<file path="src/rtl/core/dgt_pkg.sv">
// ----------------------------------------------------------------------------
// dgt_pkg
// Shared types and constants of the directional gradient threshold block.
// ----------------------------------------------------------------------------
`default_nettype none

package dgt_pkg;

  localparam int REQ_W    = 2;
  localparam int INDEX_W  = 17;
  localparam int OFFSET_W = 16;
  localparam int SAMPLE_W = 8;
  localparam int CFG_W    = 16;
  localparam int CFG_IDX_W = 3;
  localparam int IMG_W    = 20;
  localparam int EXT_W    = 21;
  localparam int BINS     = 256;
  localparam int QUO_W    = 8;

  localparam logic [REQ_W-1:0] REQ_LOAD_H = 2'd0;
  localparam logic [REQ_W-1:0] REQ_LOAD_V = 2'd1;
  localparam logic [REQ_W-1:0] REQ_PIXEL  = 2'd2;
  localparam logic [REQ_W-1:0] REQ_READ   = 2'd3;

  localparam logic [CFG_IDX_W-1:0] CFG_ROWS     = 3'd0;
  localparam logic [CFG_IDX_W-1:0] CFG_COLS     = 3'd1;
  localparam logic [CFG_IDX_W-1:0] CFG_ANGLES   = 3'd2;
  localparam logic [CFG_IDX_W-1:0] CFG_TAPS     = 3'd3;
  localparam logic [CFG_IDX_W-1:0] CFG_MARGIN_R = 3'd4;
  localparam logic [CFG_IDX_W-1:0] CFG_MARGIN_C = 3'd5;
  localparam logic [CFG_IDX_W-1:0] CFG_FRACTION = 3'd6;

  typedef enum logic [4:0] {
    ST_IDLE,
    ST_CLR,
    ST_ACC_PIX,
    ST_TAP_RD,
    ST_TAP_ADR,
    ST_TAP_ADD,
    ST_PK_RD,
    ST_PK_WR,
    ST_PEAK_RD,
    ST_PEAK_USE,
    ST_NRM_RD,
    ST_NRM_LOAD,
    ST_NRM_DIV,
    ST_NRM_HRD,
    ST_NRM_HWR,
    ST_THR_RD,
    ST_THR_USE
  } state_t;

  typedef struct packed {
    logic pass_init;
    logic clr_step;
    logic cnt_clr;
    logic pix_init;
    logic adv;
    logic tap_lat;
    logic tap_add;
    logic pk_ra_idx;
    logic pk_wr;
    logic pk_use;
    logic div_start;
    logic nrm_wr;
    logic hist_ra_quo;
    logic hist_inc;
    logic thr_init;
    logic thr_use;
    logic finish;
  } cmd_t;

  typedef struct packed {
    logic clr_done;
    logic no_acc;
    logic idx_out;
    logic taps_zero;
    logic tap_last;
    logic adv_last;
    logic cnt_ge_total;
    logic cnt_ge_bins;
    logic div_done;
  } status_t;

endpackage

`default_nettype wire

</file>
<file path="src/rtl/core/dgt_ctrl.sv">
// ----------------------------------------------------------------------------
// dgt_ctrl
// Pass sequencer: clear, accumulate, peak search, normalize, threshold.
// ----------------------------------------------------------------------------
`default_nettype none

module dgt_ctrl (
  input  wire logic              clk,
  input  wire logic              rst,
  input  wire logic              go,
  input  wire dgt_pkg::status_t  st,
  output dgt_pkg::cmd_t          cmd,
  output logic                   busy
);

  dgt_pkg::state_t state, state_next;

  always_ff @(posedge clk) begin
    if (rst) begin
      state <= dgt_pkg::ST_IDLE;
    end else begin
      state <= state_next;
    end
  end

  always_comb begin
    state_next = state;
    cmd        = '0;
    case (state)
      dgt_pkg::ST_IDLE: begin
        if (go) begin
          cmd.pass_init = 1'b1;
          state_next    = dgt_pkg::ST_CLR;
        end
      end
      dgt_pkg::ST_CLR: begin
        if (st.clr_done) begin
          cmd.cnt_clr = 1'b1;
          state_next  = st.no_acc ? dgt_pkg::ST_PEAK_RD : dgt_pkg::ST_ACC_PIX;
        end else begin
          cmd.clr_step = 1'b1;
        end
      end
      dgt_pkg::ST_ACC_PIX: begin
        if (st.idx_out) begin
          cmd.adv    = 1'b1;
          state_next = st.adv_last ? dgt_pkg::ST_PEAK_RD : dgt_pkg::ST_ACC_PIX;
        end else begin
          cmd.pix_init = 1'b1;
          state_next   = st.taps_zero ? dgt_pkg::ST_PK_RD : dgt_pkg::ST_TAP_RD;
        end
      end
      dgt_pkg::ST_TAP_RD: begin
        state_next = dgt_pkg::ST_TAP_ADR;
      end
      dgt_pkg::ST_TAP_ADR: begin
        cmd.tap_lat = 1'b1;
        state_next  = dgt_pkg::ST_TAP_ADD;
      end
      dgt_pkg::ST_TAP_ADD: begin
        cmd.tap_add = 1'b1;
        state_next  = st.tap_last ? dgt_pkg::ST_PK_RD : dgt_pkg::ST_TAP_RD;
      end
      dgt_pkg::ST_PK_RD: begin
        cmd.pk_ra_idx = 1'b1;
        state_next    = dgt_pkg::ST_PK_WR;
      end
      dgt_pkg::ST_PK_WR: begin
        cmd.pk_wr  = 1'b1;
        cmd.adv    = 1'b1;
        state_next = st.adv_last ? dgt_pkg::ST_PEAK_RD : dgt_pkg::ST_ACC_PIX;
      end
      dgt_pkg::ST_PEAK_RD: begin
        if (st.cnt_ge_total) begin
          cmd.cnt_clr = 1'b1;
          state_next  = dgt_pkg::ST_NRM_RD;
        end else begin
          state_next = dgt_pkg::ST_PEAK_USE;
        end
      end
      dgt_pkg::ST_PEAK_USE: begin
        cmd.pk_use = 1'b1;
        state_next = dgt_pkg::ST_PEAK_RD;
      end
      dgt_pkg::ST_NRM_RD: begin
        if (st.cnt_ge_total) begin
          cmd.thr_init = 1'b1;
          state_next   = dgt_pkg::ST_THR_RD;
        end else begin
          state_next = dgt_pkg::ST_NRM_LOAD;
        end
      end
      dgt_pkg::ST_NRM_LOAD: begin
        cmd.div_start = 1'b1;
        state_next    = dgt_pkg::ST_NRM_DIV;
      end
      dgt_pkg::ST_NRM_DIV: begin
        if (st.div_done) begin
          state_next = dgt_pkg::ST_NRM_HRD;
        end
      end
      dgt_pkg::ST_NRM_HRD: begin
        cmd.nrm_wr      = 1'b1;
        cmd.hist_ra_quo = 1'b1;
        state_next      = dgt_pkg::ST_NRM_HWR;
      end
      dgt_pkg::ST_NRM_HWR: begin
        cmd.hist_inc = 1'b1;
        state_next   = dgt_pkg::ST_NRM_RD;
      end
      dgt_pkg::ST_THR_RD: begin
        if (st.cnt_ge_bins) begin
          cmd.finish = 1'b1;
          state_next = dgt_pkg::ST_IDLE;
        end else begin
          state_next = dgt_pkg::ST_THR_USE;
        end
      end
      dgt_pkg::ST_THR_USE: begin
        cmd.thr_use = 1'b1;
        state_next  = dgt_pkg::ST_THR_RD;
      end
      default: begin
        state_next = dgt_pkg::ST_IDLE;
      end
    endcase
  end

  assign busy = (state != dgt_pkg::ST_IDLE);

endmodule

`default_nettype wire

</file>
<file path="config.mk">
export PLATFORM = sky130hd
export DESIGN_NAME = dgt_ctrl
export DESIGN_NICKNAME = d
export VERILOG_FILES = /design/src/rtl/core/dgt_pkg.sv /design/src/rtl/core/dgt_ctrl.sv
export SDC_FILE = /design/constraint.sdc
export NUM_CORES = 1
export LEC_CHECK = 0
export BUFFER_PORTS_ARGS = -buffer_cell sky130_fd_sc_hd__buf_4
export CORE_MARGIN = 5
export CORE_UTILIZATION = 48
export DETAILED_ROUTE_END_ITERATION = 6
export PLACE_DENSITY = 0.84
export SYNTH_ARGS = -nofsm -noshare
export SYNTH_HDL_FRONTEND = slang
export SYNTH_SLANG_ARGS = --single-unit
</file>
<file path="constraint.sdc">
create_clock -name clk -period 4.1 [get_ports clk]
set_input_delay 0.41 -clock clk [delete_from_list [all_inputs] [get_ports clk]]
set_output_delay 0.41 -clock clk [all_outputs]
set_load 0.01 [all_outputs]
</file>
Word-level counts from Yosys, hierarchy flattened. Index checks and enable logic that the tools add are counted.

Input port bits: 12. Bits in latches: 0. Bits in read-only memories: 0. Memory bits (writable): 0. Register bits: 5. Output and inout port bits: 18. Memories kept: 0. Word-level logic and storage cells: 58.

Order comparisons: 0. $mul: 0. Equal/unequal tests: 19. $add $sub $neg: 0. Bitwise operators: 0. Reduce and logical (&&, ||, !) cells: 3. Multiplexer cells: 35. Divide/modulo/power cells: 0. Shifts and indexed selects: 0.

Operators by type and width (number): 5-bit one-hot mux with 17 select lines (1); 5-bit by 4-bit equality test with 1-bit output (second input constant) (8); 5-bit by 3-bit equality test with 1-bit output (second input constant) (4); 1-bit 2-to-1 mux (20); 5-bit 2-to-1 mux (4); 4-bit 2-to-1 mux (3); 5-bit by 2-bit equality test with 1-bit output (second input constant) (2); 3-bit 2-to-1 mux (3); 2-bit inequality test (second input constant) (3); 5-bit by 1-bit equality test with 1-bit output (second input constant) (1); 5-bit equality test (second input constant) (1); 5-bit logical NOT (1); 5-bit nonzero test (1); 2-bit 2-to-1 mux (2); 1-bit one-hot mux with 2 select lines (2); 3-bit AND reduction (1).

Logic depth before layout (Yosys ltp). Gate-level depths: netlist of run 1.

Depth after elaboration: 3. Gate-level depth with buffers: 6. Gate-level depth less buffers: 4.

Worst setup path after synthesis of run 1. OpenSTA, ideal clock, no wires.

Path type: register to output. Start: reg state[1]. End: out cmd[0] in the netlist's numbering. Required time: 3.690 ns. Arrival time: 1.188 ns. Path buffers: 1. Path slack: 2.502 ns. Cell stages (with the launch flop): 5. Path through: dfxtp_1 buf_2 nor2b_1 nand2_1 nor3_1.

RTL lines: start, declared (RTL line dgt_ctrl.sv:16) `dgt_pkg::state_t state, state_next;`; start signal, assigned (RTL line dgt_ctrl.sv:20) `state <= dgt_pkg::ST_IDLE;`; start signal, assigned (RTL line dgt_ctrl.sv:22) `state <= state_next;`; end, declared (RTL line dgt_ctrl.sv:12) `output dgt_pkg::cmd_t cmd,`.

==> out/summary.txt, run 1 <==
Core Box Area: 1280 sq um
Static Leakage: 0.368 nW
Wirelength per Cell: 14.7 um
Post-CTS Hold Buffers: 0
Status: finished clean
DP Wirelength: 1440 um
Synthesized area: 642 sq um
DRC viols: 0
TritonCTS clock tree: built
Hold Path Class: primary input to flip-flop
Post-synthesis cell type count: 44
Worst setup startpoint: state[0]$_SDFFE_PP0P_
Io pins: 30
Critical path arrival: 2.01 ns
CP endpoint: cmd[15]
Largest register FFs: 5
Clk_lat worst skew: 0.24 ns
Biggest register: state
Total die area: 2170 sq um
Layout cell share with drive strength beyond 1: 33.1%
Final setup violation count: 0
Register area share after synthesis: 15.6%
Synth Instances: 93
I/O Buffers: 29
TritonRoute pass-1 iters: 4
Fin util: 67.2%
Worst R2R Setup Slack: 2.25 ns
H-tree depth: 1
Layout net count: 131
First-pass GRT wire length: 3040 um
Worst Clk Skew: 0.000614 ns
Seq cells post-synth: 5
Worst Path Max Fanout: 21
Grt ovf: 0
Starting Density: 50.0%
CP Launch Type: flip-flop
Via Count: 813
Clock transition at path regs: 0.04 ns
CTS-repair resized insts: 0
TNS Setup: 0 ns
Clk sink count: 5
Fin. max-slew vios: 0
Die Width: 46.6 um
Worst-case reg-to-reg path depth: 4
N_diodes: 0
Setup bufs post-CTS: 0
Worst-margin pin slew: 0.627 ns
RD Place Congestion: 0.863
Rows: 13
FF-to-FF End: state[3]$_SDFFE_PP0P_
Critical setup path kind: flip-flop to output port
Top Registers: state (5)
Area grow syn2layout: 34.5%
Achievable Freq: 414 MHz
Largest net degree at the start of global routing: 22
Mean Syn Cell Area: 6.90 sq um
Number of antenna violations at the first check in global routing: 0
Min-Delay Path Depth: 2
Synth Net Count: 105
Tot GR Track Use: 19.0%
Yosys warnings: 0
CP Capture Type: output port
Max Cap Viol: 0
Leading cell type in the layout, fill and taps excluded: buf_4
Initial DRC count: 38
Vias in the first global route: 675
CTS root buf: clkbuf_4
Vias per inst: 6.11
Final Hold Fails: 0
Hold WS: 0.346 ns
Die Y-Extent: 46.6 um
Reg2reg start: state[0]$_SDFFE_PP0P_
Final WL: 1950 um
Antenna Nets Post-Route: 0
Peak supply drop: 0.000342 V
Min Clock Period, post-route: 2.42 ns
CTS Buffer Depth: 2
WP data required: 3.69 ns
Final Cycle Share: 59.0%
Commonest non-fill, non-tap cells in the layout: buf_4 (29), nor2_1 (11), nor3_1 (8)
Unrepaired setup endpoints after global routing: no
Rel. slew slack: 58.1%
Pwr dens: 559 nW/um^2
CTS Buf Count: 3
-- kinds of logic after synthesis --
logic type,after synthesis,synth area share (%)
compound gates,24,27.3
simple gates,50,45.2
flops,5,15.6
mux,2,3.12
buf+inv,12,8.77
-- where the power goes --
part	internal [mW]	switching, mW
Sequential	0.0631	0.0658
Combinational	0.155	0.142
Clock	0.0368	0.0204
Total	0.255	0.228
-- layer usage --
| metal | vias to the layer above | track usage, % | share of wire (%) |
|---|---|---|---|
| met5 | - | 0 | 0 |
| met4 | 0 | 3.41 | 0 |
| met3 | 0 | 3.91 | 11 |
| met2 | 53 | 29.9 | 47 |
| met1 | 361 | 26.6 | 42 |
| li1 | 399 | - | - |
-- critical path, cell delays in order (launching register included) --
cell	delay, ns
dfxtp_1	0.71
or3b_4	0.47
or3_4	0.40
inv_2	0.07
buf_4	0.11
-- stage by stage --
step                      power, mW  std cells  setup slack, ns  cell area [sq um]
final                         0.483        133             1.68                863
after global routing          0.525        133             1.55                863
after floorplan               0.341         93             2.50                642
after CTS                     0.481        133             1.69                863
after detailed placement      0.423        129             1.94                837
after global placement        0.417        129             2.01                837
-- Yosys cell counts (all sizes together) --
master	number	area share, %
nand2b	5	4.9
o21bai	1	1.2
mux2i	2	3.1
nor2b	4	3.9
a222oi	1	1.6
o21ba	1	1.6
and3	2	1.9
buf	8	6.4
nor3b	1	1.2
o31a	1	1.4
o32ai	1	1.4
a21oi	5	3.9
nand3	1	0.78
nor4	3	2.9
o21a	1	1.2
or2	1	0.98
o22ai	2	1.9
a211o	1	1.4
o2111ai	1	2.3
a31oi	1	0.98
nand4	2	1.9
dfxtp	5	16
or3	2	2.7
nor4bb	1	1.6
inv	4	2.3
or3b	1	1.8
and2b	1	1.2
nor2	11	6.4
a41oi	1	1.4
a22oi	1	1.2
and2	1	0.98
a311oi	1	1.4
or2b	1	1.2
nand2	3	1.8
nor3	9	7.8
a211oi	2	2.3
and3b	1	1.4
o21ai	3	2.3
-- cell type report --
class                   instances  area (sq um)
clock buffers                   4          26.3
fillers                       120           422
inverters                       4          15.0
multi-input cells              76           485
flip-flops and latches          5           100
well taps                      15          18.8
repair buffers                 29           218
-- worst min-delay path by stage --
stage                from                    end  slack (ns)
floorplan             rst  state[2]$_SDFFE_PP0P_        0.48
global placement    st[1]  state[4]$_SDFFE_PP0P_        0.59
detailed placement  st[1]  state[4]$_SDFFE_PP0P_        0.60
CTS                 st[1]  state[4]$_SDFFE_PP0P_        0.34
global route        st[1]  state[4]$_SDFFE_PP0P_        0.33
finish              st[1]  state[4]$_SDFFE_PP0P_        0.35
Note: power is estimated with default switching activity, not from simulation.
==> inputs of run 2 (changes only) <==
- CORE_UTILIZATION: 48 -> 40
- PLACE_DENSITY: 0.84 -> 0.75
- clock period: 4.1 -> 2.1 ns (I/O delays scaled with it)
==> run 2 against run 1 <==
  * Sequential power up 53%
  * Combinational power grew 130%
  * Worst hold slack lost 0.20 ns
  * Largest power group unchanged
  * Critical path depth did not move
  * Register-to-register slack worse by 1.8 ns
  * Sequential share of layout area is 0.31 points lower
  * Largest cell class unchanged
  * Sequential cell count unchanged
  * Via count increased by 1.2%
  * Clock power increased by 94%
  * Clock-buffer cell count did not move
  * Setup slack got worse by 1.5 ns
==> out/summary.txt, run 2 (synthesis gave the netlist of run 1 again) <==
Status: finished clean
Unrepaired setup endpoints after global routing: no
Tot GR Track Use: 16.5%
Reg2reg start: state[4]$_SDFFE_PP0P_
Io pins: 30
Critical setup path kind: flip-flop to output port
Wirelength per Cell: 15.3 um
DP Wirelength: 1560 um
Grt ovf: 0
Rel. slew slack: 66.2%
Fin. max-slew vios: 0
Fill count: 137
CTS-repair resized insts: 0
N_diodes: 0
Peak supply drop: 0.000504 V
First-pass GRT wire length: 3390 um
Achievable Freq: 512 MHz
Leading cell type in the layout, fill and taps excluded: buf_4
HP Start: st[1]
Final Hold Fails: 0
Layout cell share with drive strength beyond 1: 34.7%
Biggest register: state
Die Y-Extent: 50.1 um
TNS Setup: 0 ns
Setup bufs post-CTS: 0
CP Launch Type: flip-flop
Initial DRC count: 28
FF-to-FF End: state[2]$_SDFFE_PP0P_
Clk_lat worst skew: 0.24 ns
Layout net count: 134
Crit path buf inv count: 2
Clock transition at path regs: 0.05 ns
Largest net degree at the start of global routing: 17
Fin util: 58.9%
Total die area: 2510 sq um
CTS Buffer Depth: 2
Cell breakdown of the critical path: or3b_4 -> or3_4 -> inv_2 -> buf_4
CTS root buf: clkbuf_4
Largest register FFs: 5
Final setup violation count: 0
TritonCTS clock tree: built
Top Registers: state (5)
Core Box Area: 1510 sq um
Highest cell delay on the worst timing path: 0.48 ns
Slowest cell on crit path: or3b_4
Min Clock Period, post-route: 1.95 ns
Vias in the first global route: 775
Worst Hold End: state[4]$_SDFFE_PP0P_
WP data required: 1.89 ns
Commonest non-fill, non-tap cells in the layout: buf_4 (32), nor2_1 (11), nor3_1 (8)
Vias per inst: 6.01
Hold Path Class: primary input to flip-flop
Clk sink count: 5
Worst-case reg-to-reg path depth: 4
Worst-margin pin slew: 0.506 ns
Pwr dens: 1120 nW/um^2
Number of antenna violations at the first check in global routing: 0
Antenna Nets Post-Route: 0
DRC viols: 0
CP Capture Type: output port
I/O Buffers: 29
Final Cycle Share: 93.0%
Min-Delay Path Depth: 2
Final WL: 2090 um
CTS Buf Count: 3
Area grow syn2layout: 38.2%
TritonRoute pass-1 iters: 4
Worst R2R Setup Slack: 0.46 ns
CP delay by family, top: simple AND/OR/NAND/NOR gates
Static Leakage: 0.383 nW
Starting Density: 42.6%
Die Width: 50.1 um
Worst Clk Skew: 0.00301 ns
Worst Path Max Fanout: 14
H-tree depth: 1
RD Place Congestion: 0.889
Via Count: 823
Rows: 14
Post-CTS Hold Buffers: 0
Critical path arrival: 1.74 ns
Max Cap Viol: 0
-- run 2: cell types whose count changed in the layout (fill, tap and decap cells not counted) --
| cell | delta |
|---|---|
| buf_4 | +3 |
-- run 2: how the worst max path moves through the flow --
stage / from / end / slack (ns) / cells after the start
2_1_floorplan: state[1]$_SDFFE_PP0P_ / cmd[0] / 0.70 / 4
3_3_place_gp: state[4]$_SDFFE_PP0P_ / cmd[15] / 0.45 / 4
3_5_place_dp: state[4]$_SDFFE_PP0P_ / cmd[15] / 0.42 / 4
4_1_cts: state[4]$_SDFFE_PP0P_ / cmd[15] / 0.17 / 4
5_1_grt: state[1]$_SDFFE_PP0P_ / cmd[0] / 0.07 / 4
6_report: state[4]$_SDFFE_PP0P_ / cmd[15] / 0.15 / 4
-- run 2: per-layer routing --
layer,wire length [um],vias to the layer above,GRT usage [%]
li1,-,402,-
met1,867,369,20.4
met2,966,50,25.7
met3,251,2,6.63
met4,4,0,4.80
met5,0,-,0
-- run 2: stage by stage --
step           std cells  power, mW  hold slack (ns)  area (sq um)  setup WS (ns)
6_report             137      0.997            0.141           887          0.147
5_1_grt              137       1.08            0.135           887         0.0741
3_5_place_dp         133      0.875            0.389           861          0.421
4_1_cts              137      0.989            0.138           887          0.165
2_1_floorplan         93      0.666            0.282           642          0.702
3_3_place_gp         133      0.871            0.393           861          0.453
-- run 2: final cells by class --
type | count | area [sq um] | share of cell area, %
inverter | 4 | 15.0 | 1.69
clock buffer | 4 | 26.3 | 2.96
timing repair buffer | 32 | 240 | 27.1
sequential | 5 | 100 | 11.3
multi-input combinational | 76 | 485 | 54.7
tap | 16 | 20.0 | 2.26
-- run 2: power breakdown --
group | leakage, nW | switching, mW | internal (mW)
Combinational | 0.327 | 0.350 | 0.337
Sequential | 0.0409 | 0.0751 | 0.123
Clock | 0.0150 | 0.0396 | 0.0718
